**config.mk**
```make
export PLATFORM = sky130hd
export DESIGN_NAME = slle_ctrl
export DESIGN_NICKNAME = d
export VERILOG_FILES = /design/src/hw/rtl/slle_pkg.sv /design/src/hw/rtl/slle_ctrl.sv
export SDC_FILE = /design/constraint.sdc
export NUM_CORES = 1
export LEC_CHECK = 0
export BUFFER_PORTS_ARGS = -buffer_cell sky130_fd_sc_hd__clkbuf_2
export CAP_MARGIN = 20
export CORE_UTILIZATION = 25
export CTS_CLUSTER_SIZE = 24
export DETAILED_ROUTE_END_ITERATION = 7
export PLACE_DENSITY = 0.47
export SLEW_MARGIN = 25
export SYNTH_ARGS = -nofsm -noshare
export SYNTH_HDL_FRONTEND = slang
export SYNTH_SLANG_ARGS = --single-unit
```
**constraint.sdc**
```tcl
create_clock -name clk_i -period 2.6 [get_ports clk_i]
set_clock_uncertainty 0.2 [all_clocks]
set_input_delay 0.39 -clock clk_i [delete_from_list [all_inputs] [get_ports clk_i]]
set_output_delay 0.39 -clock clk_i [all_outputs]
set_load 0.03 [all_outputs]
```
**src/hw/rtl/slle_pkg.sv**
```systemverilog
package slle_pkg;

  localparam int DEPTH      = 1024;
  localparam int DATA_WIDTH = 32;
  localparam int ADDR_W     = $clog2(DEPTH);
  localparam int CAPACITY   = DEPTH - 2;

  localparam int KIND_W  = 2;
  localparam int POS_W   = 10;
  localparam int VALUE_W = 32;
  localparam int LEN_W   = 10;

  localparam logic [ADDR_W-1:0] FREE_SLOT = '0;
  localparam logic [ADDR_W-1:0] HEAD_SLOT = ADDR_W'(DEPTH - 1);

  localparam logic [KIND_W-1:0] KIND_INSERT = 2'd0;
  localparam logic [KIND_W-1:0] KIND_DELETE = 2'd1;
  localparam logic [KIND_W-1:0] KIND_CLEAR  = 2'd2;

  typedef enum logic [1:0] {
    RA_FREE = 2'd0,
    RA_RDQ  = 2'd1,
    RA_CUR  = 2'd2
  } raddr_sel_e;

  typedef enum logic [1:0] {
    WA_FREE  = 2'd0,
    WA_SLOT  = 2'd1,
    WA_PREV  = 2'd2,
    WA_SWEEP = 2'd3
  } waddr_sel_e;

  typedef enum logic [1:0] {
    WD_RDQ   = 2'd0,
    WD_SLOT  = 2'd1,
    WD_SWEEP = 2'd2
  } wdata_sel_e;

  typedef struct packed {
    logic       cap_in;
    raddr_sel_e rd_sel;
    logic       link_we;
    waddr_sel_e wa_sel;
    wdata_sel_e wd_sel;
    logic       data_we;
    logic       walk_init;
    logic       walk_step;
    logic       latch_prev;
    logic       latch_slot;
    logic       cnt_inc;
    logic       cnt_dec;
    logic       cnt_clr;
    logic       set_err;
    logic       sweep_clr;
    logic       sweep_step;
    logic       load_out;
  } slle_cmd_t;

  typedef struct packed {
    logic [KIND_W-1:0] kind;
    logic              ins_ok;
    logic              del_ok;
    logic              slot_bad;
    logic              walk_done;
    logic              sweep_last;
    logic              out_free;
  } slle_status_t;

endpackage

```
**src/hw/rtl/slle_ctrl.sv**
```systemverilog
module slle_ctrl import slle_pkg::*; (
  input  logic         clk_i,
  input  logic         rst_ni,
  input  logic         in_valid_i,
  output logic         in_ready_o,
  input  slle_status_t status_i,
  output slle_cmd_t    cmd_o
);

  typedef enum logic [13:0] {
    S_INIT  = 14'b00000000000001,
    S_IDLE  = 14'b00000000000010,
    S_CHECK = 14'b00000000000100,
    S_INS_A = 14'b00000000001000,
    S_INS_B = 14'b00000000010000,
    S_INS_C = 14'b00000000100000,
    S_INS_D = 14'b00000001000000,
    S_WALK  = 14'b00000010000000,
    S_DEL_A = 14'b00000100000000,
    S_DEL_B = 14'b00001000000000,
    S_DEL_C = 14'b00010000000000,
    S_DEL_D = 14'b00100000000000,
    S_CLEAR = 14'b01000000000000,
    S_DONE  = 14'b10000000000000
  } state_e;

  state_e state_q, state_d;

  always_ff @(posedge clk_i or negedge rst_ni) begin
    if (!rst_ni) begin
      state_q <= S_INIT;
    end else begin
      state_q <= state_d;
    end
  end

  assign in_ready_o = (state_q == S_IDLE);

  always_comb begin
    state_d = state_q;
    cmd_o   = '0;
    cmd_o.rd_sel = RA_CUR;
    cmd_o.wa_sel = WA_FREE;
    cmd_o.wd_sel = WD_RDQ;
    unique case (state_q)
      S_IDLE: begin
        if (in_valid_i) begin
          cmd_o.cap_in = 1'b1;
          state_d = S_CHECK;
        end
      end
      S_CHECK: begin
        case (status_i.kind)
          KIND_INSERT: begin
            if (status_i.ins_ok) begin
              cmd_o.rd_sel = RA_FREE;
              state_d = S_INS_A;
            end else begin
              cmd_o.set_err = 1'b1;
              state_d = S_DONE;
            end
          end
          KIND_DELETE: begin
            if (status_i.del_ok) begin
              cmd_o.walk_init = 1'b1;
              state_d = S_WALK;
            end else begin
              cmd_o.set_err = 1'b1;
              state_d = S_DONE;
            end
          end
          KIND_CLEAR: begin
            cmd_o.sweep_clr = 1'b1;
            state_d = S_CLEAR;
          end
          default: begin
            cmd_o.set_err = 1'b1;
            state_d = S_DONE;
          end
        endcase
      end
      S_INS_A: begin
        cmd_o.latch_slot = 1'b1;
        if (status_i.slot_bad) begin
          cmd_o.set_err = 1'b1;
          state_d = S_DONE;
        end else begin
          cmd_o.rd_sel = RA_RDQ;
          state_d = S_INS_B;
        end
      end
      S_INS_B: begin
        cmd_o.link_we   = 1'b1;
        cmd_o.wa_sel    = WA_FREE;
        cmd_o.wd_sel    = WD_RDQ;
        cmd_o.data_we   = 1'b1;
        cmd_o.walk_init = 1'b1;
        state_d = S_WALK;
      end
      S_WALK: begin
        cmd_o.rd_sel = RA_CUR;
        if (status_i.walk_done) begin
          cmd_o.latch_prev = 1'b1;
          state_d = (status_i.kind == KIND_INSERT) ? S_INS_C : S_DEL_A;
        end else begin
          cmd_o.walk_step = 1'b1;
        end
      end
      S_INS_C: begin
        cmd_o.link_we = 1'b1;
        cmd_o.wa_sel  = WA_SLOT;
        cmd_o.wd_sel  = WD_RDQ;
        state_d = S_INS_D;
      end
      S_INS_D: begin
        cmd_o.link_we = 1'b1;
        cmd_o.wa_sel  = WA_PREV;
        cmd_o.wd_sel  = WD_SLOT;
        cmd_o.cnt_inc = 1'b1;
        state_d = S_DONE;
      end
      S_DEL_A: begin
        cmd_o.latch_slot = 1'b1;
        if (status_i.slot_bad) begin
          cmd_o.set_err = 1'b1;
          state_d = S_DONE;
        end else begin
          cmd_o.rd_sel = RA_RDQ;
          state_d = S_DEL_B;
        end
      end
      S_DEL_B: begin
        cmd_o.link_we = 1'b1;
        cmd_o.wa_sel  = WA_PREV;
        cmd_o.wd_sel  = WD_RDQ;
        cmd_o.rd_sel  = RA_FREE;
        state_d = S_DEL_C;
      end
      S_DEL_C: begin
        cmd_o.link_we = 1'b1;
        cmd_o.wa_sel  = WA_SLOT;
        cmd_o.wd_sel  = WD_RDQ;
        state_d = S_DEL_D;
      end
      S_DEL_D: begin
        cmd_o.link_we = 1'b1;
        cmd_o.wa_sel  = WA_FREE;
        cmd_o.wd_sel  = WD_SLOT;
        cmd_o.cnt_dec = 1'b1;
        state_d = S_DONE;
      end
      S_INIT, S_CLEAR: begin
        cmd_o.link_we    = 1'b1;
        cmd_o.wa_sel     = WA_SWEEP;
        cmd_o.wd_sel     = WD_SWEEP;
        cmd_o.sweep_step = 1'b1;
        if (status_i.sweep_last) begin
          cmd_o.cnt_clr = 1'b1;
          state_d = (state_q == S_CLEAR) ? S_DONE : S_IDLE;
        end
      end
      S_DONE: begin
        if (status_i.out_free) begin
          cmd_o.load_out = 1'b1;
          state_d = S_IDLE;
        end
      end
      default: begin
        state_d = S_INIT;
      end
    endcase
  end

endmodule

```
* Word level (Yosys, flattened, before mapping)
Cells that the tools add are included.
** Operators by class
- Equal/unequal tests :: 20
- Muxes and demuxes :: 41
- Reductions and logical operators :: 6
** Operator list (count)
- $pmux 14 s12 :: 1
- $mux 14 :: 9
- $pmux 14 s3 :: 1
- $pmux 5 s6 :: 1
- $mux 1 :: 20
- $eq 14x1->1 const B :: 1
- $eq 14x10->1 const B :: 1
- $eq 14x11->1 const B :: 1
- $eq 14x12->1 const B :: 1
- $eq 14x13->1 const B :: 1
- $eq 14x14->1 const B :: 1
- $eq 14x2->1 const B :: 1
- $eq 14x3->1 const B :: 1
- $eq 14x4->1 const B :: 1
- $eq 14x5->1 const B :: 1
- $eq 14x6->1 const B :: 1
- $eq 14x7->1 const B :: 1
- $eq 14x8->1 const B :: 1
- $eq 14x9->1 const B :: 1
- $mux 9 :: 1
- $mux 2 :: 4
- $ne 2x2->1 const B :: 4
- $reduce_or 2->1 :: 4
- $pmux 2 s3 :: 1
- other kinds (6) :: 7
** Storage, ports and cells
- Bits in registers :: 14
- Output and inout bits :: 21

* Logic depth before layout (Yosys ltp)
- Depth after elaboration :: 4
- Gate-level depth with buffers :: 8

* Worst setup path before layout
No wires, ideal clock.
- Path kind :: register to output
- Start :: reg state_q[4]
- End :: out cmd_o[3] in the netlist's numbering
- Arrival :: 2.514 ns
- Setup slack :: -0.504 ns
- Cell stages (with the launch flop) :: 6
- Path buffers :: 1
- Path through :: dfrtp_1 > buf_6 > or4_4 > or3_4 > nor4_2 > a32o_1
** RTL lines
- start, declared :: line slle_ctrl.sv:27 : state_e state_q, state_d;
- start signal, assigned :: line slle_ctrl.sv:33 : state_q <= state_d;
- end, declared :: line slle_ctrl.sv:7 : output slle_cmd_t cmd_o

==> impl_table.tex <==
\begin{tabular}{lr}
\hline
Metric & Value \\
\hline
\multicolumn{2}{l}{\textbf{Outcome}} \\
Outcome & finished with violations \\
Violations in the final reports & negative setup slack \\
\multicolumn{2}{l}{\textbf{Finish}} \\
Final cell count without fillers & approximately 250 \\
Fillers & between 400 and 500 \\
Number of antenna cells inserted & 0 \\
Fin util & 46.4\% \\
Most common cell after layout, fill and taps aside & sky130\_fd\_sc\_hd\_\_buf\_4 \\
Register with the most flip-flops & state\_q \\
Summed area of non-filler cells in the final layout & just over 2000 sq um \\
Post-layout net count & approximately 210 \\
Area growth syn-to-layout & 77.1\% \\
Largest registers & state\_q (14) \\
Number of flip-flops under the largest register name & 14 \\
Fraction of final layout cells with drive strength greater than 1 & a little under three fifths \\
Most used cells in the layout excluding fill and tap cells & sky130\_fd\_sc\_hd\_\_buf\_4, sky130\_fd\_sc\_hd\_\_nor2\_1, sky130\_fd\_sc\_hd\_\_buf\_8, sky130\_fd\_sc\_hd\_\_clkbuf\_2, sky130\_fd\_sc\_hd\_\_dfrtp\_1 \\
\multicolumn{2}{l}{\textbf{Run}} \\
Max cap viols & 0 \\
\multicolumn{2}{l}{\textbf{Clocking}} \\
Bufs on Longest Clock Path & 2 \\
Cell at the root of the clock tree & sky130\_fd\_sc\_hd\_\_clkbuf\_8 \\
TritonCTS clock tree & done \\
H-tree depth & 1 \\
Clock buffers created by TritonCTS & 3 \\
Reg clk slew, reported paths & 0.06 ns \\
Clock latency of the later-clocked register in the worst-skew pair & around 0.25 ns \\
Num Clock Sinks & 14 \\
\multicolumn{2}{l}{\textbf{Routing}} \\
Total via count after detailed routing & 1305 \\
Iteration-0 DRC count of the detailed router & 59 \\
Remaining design rule violation count & 0 \\
Detail-routed net length per standard cell & between 15 and 20 microns \\
Number of nets still failing antenna checks after routing & 0 \\
Routed via count divided by cell count & just over 5 \\
Wire length after detailed routing & a little over 4 mm \\
Detailed Routing Iterations Pass 1 & 4 \\
\multicolumn{2}{l}{\textbf{Placement}} \\
Cell area reported after detailed placement & 1570 sq um \\
Number of port buffers & 31 \\
Final HPWL DP & 3.01 mm \\
Final RePlAce weighted congestion & between 0.8 and 0.9 \\
Post-Place Cells & around 230 \\
\multicolumn{2}{l}{\textbf{Logic synthesis}} \\
Synth Cell Area & between 1000 and 1500 sq um \\
Seq/Total Area, Yosys & 30.6\% \\
Register bit total from synthesis & 14 \\
Cells after synthesis & approximately 130 \\
Cell variety after synth & 49 \\
Largest area contributor in the netlist & sky130\_fd\_sc\_hd\_\_dfrtp\_1 \\
Ranking of synthesized cells by area & sky130\_fd\_sc\_hd\_\_dfrtp\_1, sky130\_fd\_sc\_hd\_\_nor2\_1, sky130\_fd\_sc\_hd\_\_nor4b\_1 \\
Predominant post-synthesis flop cell & sky130\_fd\_sc\_hd\_\_dfrtp\_1 \\
Nets in the synthesized netlist & $\sim$140 \\
Yosys warning count & 0 \\
Average instance area after synthesis & between 8 and 9 sq um \\
Proportion of netlist area held by the largest area contributor & 28.3\% \\
Number of flops mapped to enable cells by yosys & 0 \\
Async set or reset register ratio after synthesis & between 90\% and 100\% \\
\multicolumn{2}{l}{\textbf{Worst hold path}} \\
HP Class & primary input to register \\
Worst hold start & status\_i[7] \\
Worst hold path cell count & 2 \\
Worst Hold Endpoint & state\_q[5] \\
\multicolumn{2}{l}{\textbf{Timing}} \\
Slew at the pin closest to its max-slew limit & 0.490 ns \\
Number of failing setup endpoints in the final timing report & 14 \\
Slew HR & 67.1\% \\
Unrepaired setup endpoints after global routing & true \\
Final worst-path cycle share & 114\% \\
Count of final hold-check violations & 0 \\
Max Slew Vio Count & 0 \\
Smallest hold slack & 0.175 ns \\
Post-layout worst setup margin & -0.356 ns \\
Post-layout min period & slightly below 3 ns \\
Fmax & approximately 340 MHz \\
\multicolumn{2}{l}{\textbf{Power}} \\
Sequential cell fraction of total power & roughly a fifth \\
Pwr dens & between 700 and 800 nW/um\^{}2 \\
Net load switching power & about 0.59 mW \\
Clk pwr share & 13.1\% \\
Share of total power in combinational logic & between 60 and 70\% \\
Net switching share of the total power & just over 40\% \\
Static leakage power & between 1 and 1.5 nW \\
Power Total & roughly 1.5 mW \\
Int Pwr & 0.868 mW \\
IR Drop Worst-Case VDD & roughly 0.62 mV \\
\multicolumn{2}{l}{\textbf{Critical path}} \\
WP data required & approximately 2 ns \\
Kind of end point of the critical path & primary output \\
Worst path cell trace & or4\_4 -> or3\_4 -> nor4b\_4 -> and3\_1 -> nor3\_2 -> clkbuf\_4 \\
Startpoint class of the critical path & register \\
Worst Path Max Fanout & 4 \\
Critical Setup Path Class & register to primary output \\
Worst reg2reg endpoint & state\_q[13] \\
Total buffers and inverters traversed by the critical path & 1 \\
Worst R2R Start & state\_q[4] \\
Longest individual stage delay on the worst path & $\sim$0.55 ns \\
Worst reg2reg path depth & 12 \\
Worst endpoint data arrival time & 2.37 ns \\
Kind of cell with the highest combined delay on the critical path & simple AND/OR/NAND/NOR gates \\
Setup slack of the most critical reg-to-reg path & approximately 0.060 ns \\
Worst path slowest cell & sky130\_fd\_sc\_hd\_\_or4\_4 \\
\multicolumn{2}{l}{\textbf{Floorplanning}} \\
Cell Rows & 24 \\
Die H & about 70 microns \\
\# IOs & 32 \\
CORE AREA & about 4400 sq um \\
Initial core utilization & between 20\% and 30\% \\
Horiz. Die Dim & between 60 and 70 microns \\
Die ar. & roughly 4900 sq um \\
\multicolumn{2}{l}{\textbf{GRT}} \\
First-pass GRT wire length & $\sim$6.8 mm \\
Sum of overflow across all layers after global routing & 0 \\
Largest net degree at the start of global routing & 15 \\
Initial antenna violation count & 0 \\
Overall routing resource usage & 18.0\% \\
Via count of the first global-routing pass & 1367 \\
\hline
\end{tabular}
-- synth_stat cells, drive strengths merged, types with 4 or more instances --
| cell type | number |
|---|---|
| and3 | 5 |
| nand2 | 7 |
| inv | 5 |
| nor4b | 7 |
| buf | 7 |
| dfrtp | 13 |
| or4 | 5 |
| nor4 | 5 |
| nor2 | 16 |
| xor2 | 6 |
| nand4b | 4 |
| nor3 | 7 |
| clkbuf | 5 |
-- worst reg2reg max path: stages (launching register included) --
cell and delay [ns]:
sky130_fd_sc_hd__dfrtp_1 0.38, sky130_fd_sc_hd__buf_4 0.13, sky130_fd_sc_hd__buf_4 0.15, sky130_fd_sc_hd__nor4_4 0.13, sky130_fd_sc_hd__buf_4 0.16, sky130_fd_sc_hd__nand3b_1 0.09, sky130_fd_sc_hd__or4_4 0.53, sky130_fd_sc_hd__clkinv_4 0.10
sky130_fd_sc_hd__nor2_4 0.05, sky130_fd_sc_hd__buf_6 0.11, sky130_fd_sc_hd__buf_6 0.10, sky130_fd_sc_hd__a41o_1 0.20, sky130_fd_sc_hd__a21oi_2 0.13
-- kinds of logic after synthesis --
| family | count (synthesis) | share of synthesized area [%] |
|---|---|---|
| and+or+nand+nor | 78 | 44.6 |
| buffers and inverters | 18 | 8.61 |
| DFF | 14 | 30.6 |
| AOI/OAI and AO/OA | 12 | 8.50 |
| xor gates and xnor gates | 9 | 6.86 |
| muxes | 1 | 0.871 |
-- repair_timing --
item                                    CTS  global route
gates resized for setup                  54            36
buffers inserted                         12             6
pin swaps                                15             9
hold buffers                              1             0
endpoints found under the setup margin   17            24
hold endpoints to repair                 13             0
-- through the flow --
step / setup TNS [ns] / worst slack, ns
floorplan: -0.495 / -0.166
global placement: -0.302 / -0.0774
detailed placement: -0.761 / -0.193
CTS: -3.42 / -0.355
global route: -4.03 / -0.412
finish: -2.99 / -0.356
-- area by class of cell --
type	count	area, sq um	share of cell area (%)
multi-input cells	100	857	42.1
clock buffers	4	45.0	2.21
well taps	52	65.1	3.20
flip-flops and latches	14	353	17.3
inverters	6	30.0	1.48
repair buffers	76	684	33.6
-- per-layer routing --
| layer | global-route usage, % | up-vias | share of wire, % |
|---|---|---|---|
| met3 | 2.47 | 6 | 5.3 |
| met2 | 29.3 | 44 | 48 |
| met4 | 6.22 | 0 | 1.6 |
| met5 | 0 | - | 0 |
| met1 | 24.2 | 638 | 45 |
| li1 | - | 617 | - |
-- worst max-delay path by stage --
stage | start | end | slack, ns | cells after the start
CTS | state_q[4] | cmd_o[18] | -0.35 | 6
floorplan | state_q[4] | cmd_o[3] | -0.17 | 5
detailed placement | state_q[4] | cmd_o[18] | -0.19 | 6
finish | state_q[4] | cmd_o[18] | -0.36 | 6
global route | state_q[4] | cmd_o[18] | -0.41 | 6
global placement | state_q[4] | cmd_o[18] | -0.08 | 6
-- power by group through the flow --
stage / combinational (mW) / sequential (mW) / clock (mW)
5_1_grt: 1.06 / 0.277 / 0.210
6_report: 0.992 / 0.275 / 0.192
4_1_cts: 0.923 / 0.274 / 0.202
3_5_place_dp: 0.668 / 0.274 / 0
2_1_floorplan: 0.440 / 0.250 / 0
3_3_place_gp: 0.664 / 0.277 / 0
Power figures use the tool's default switching activity.
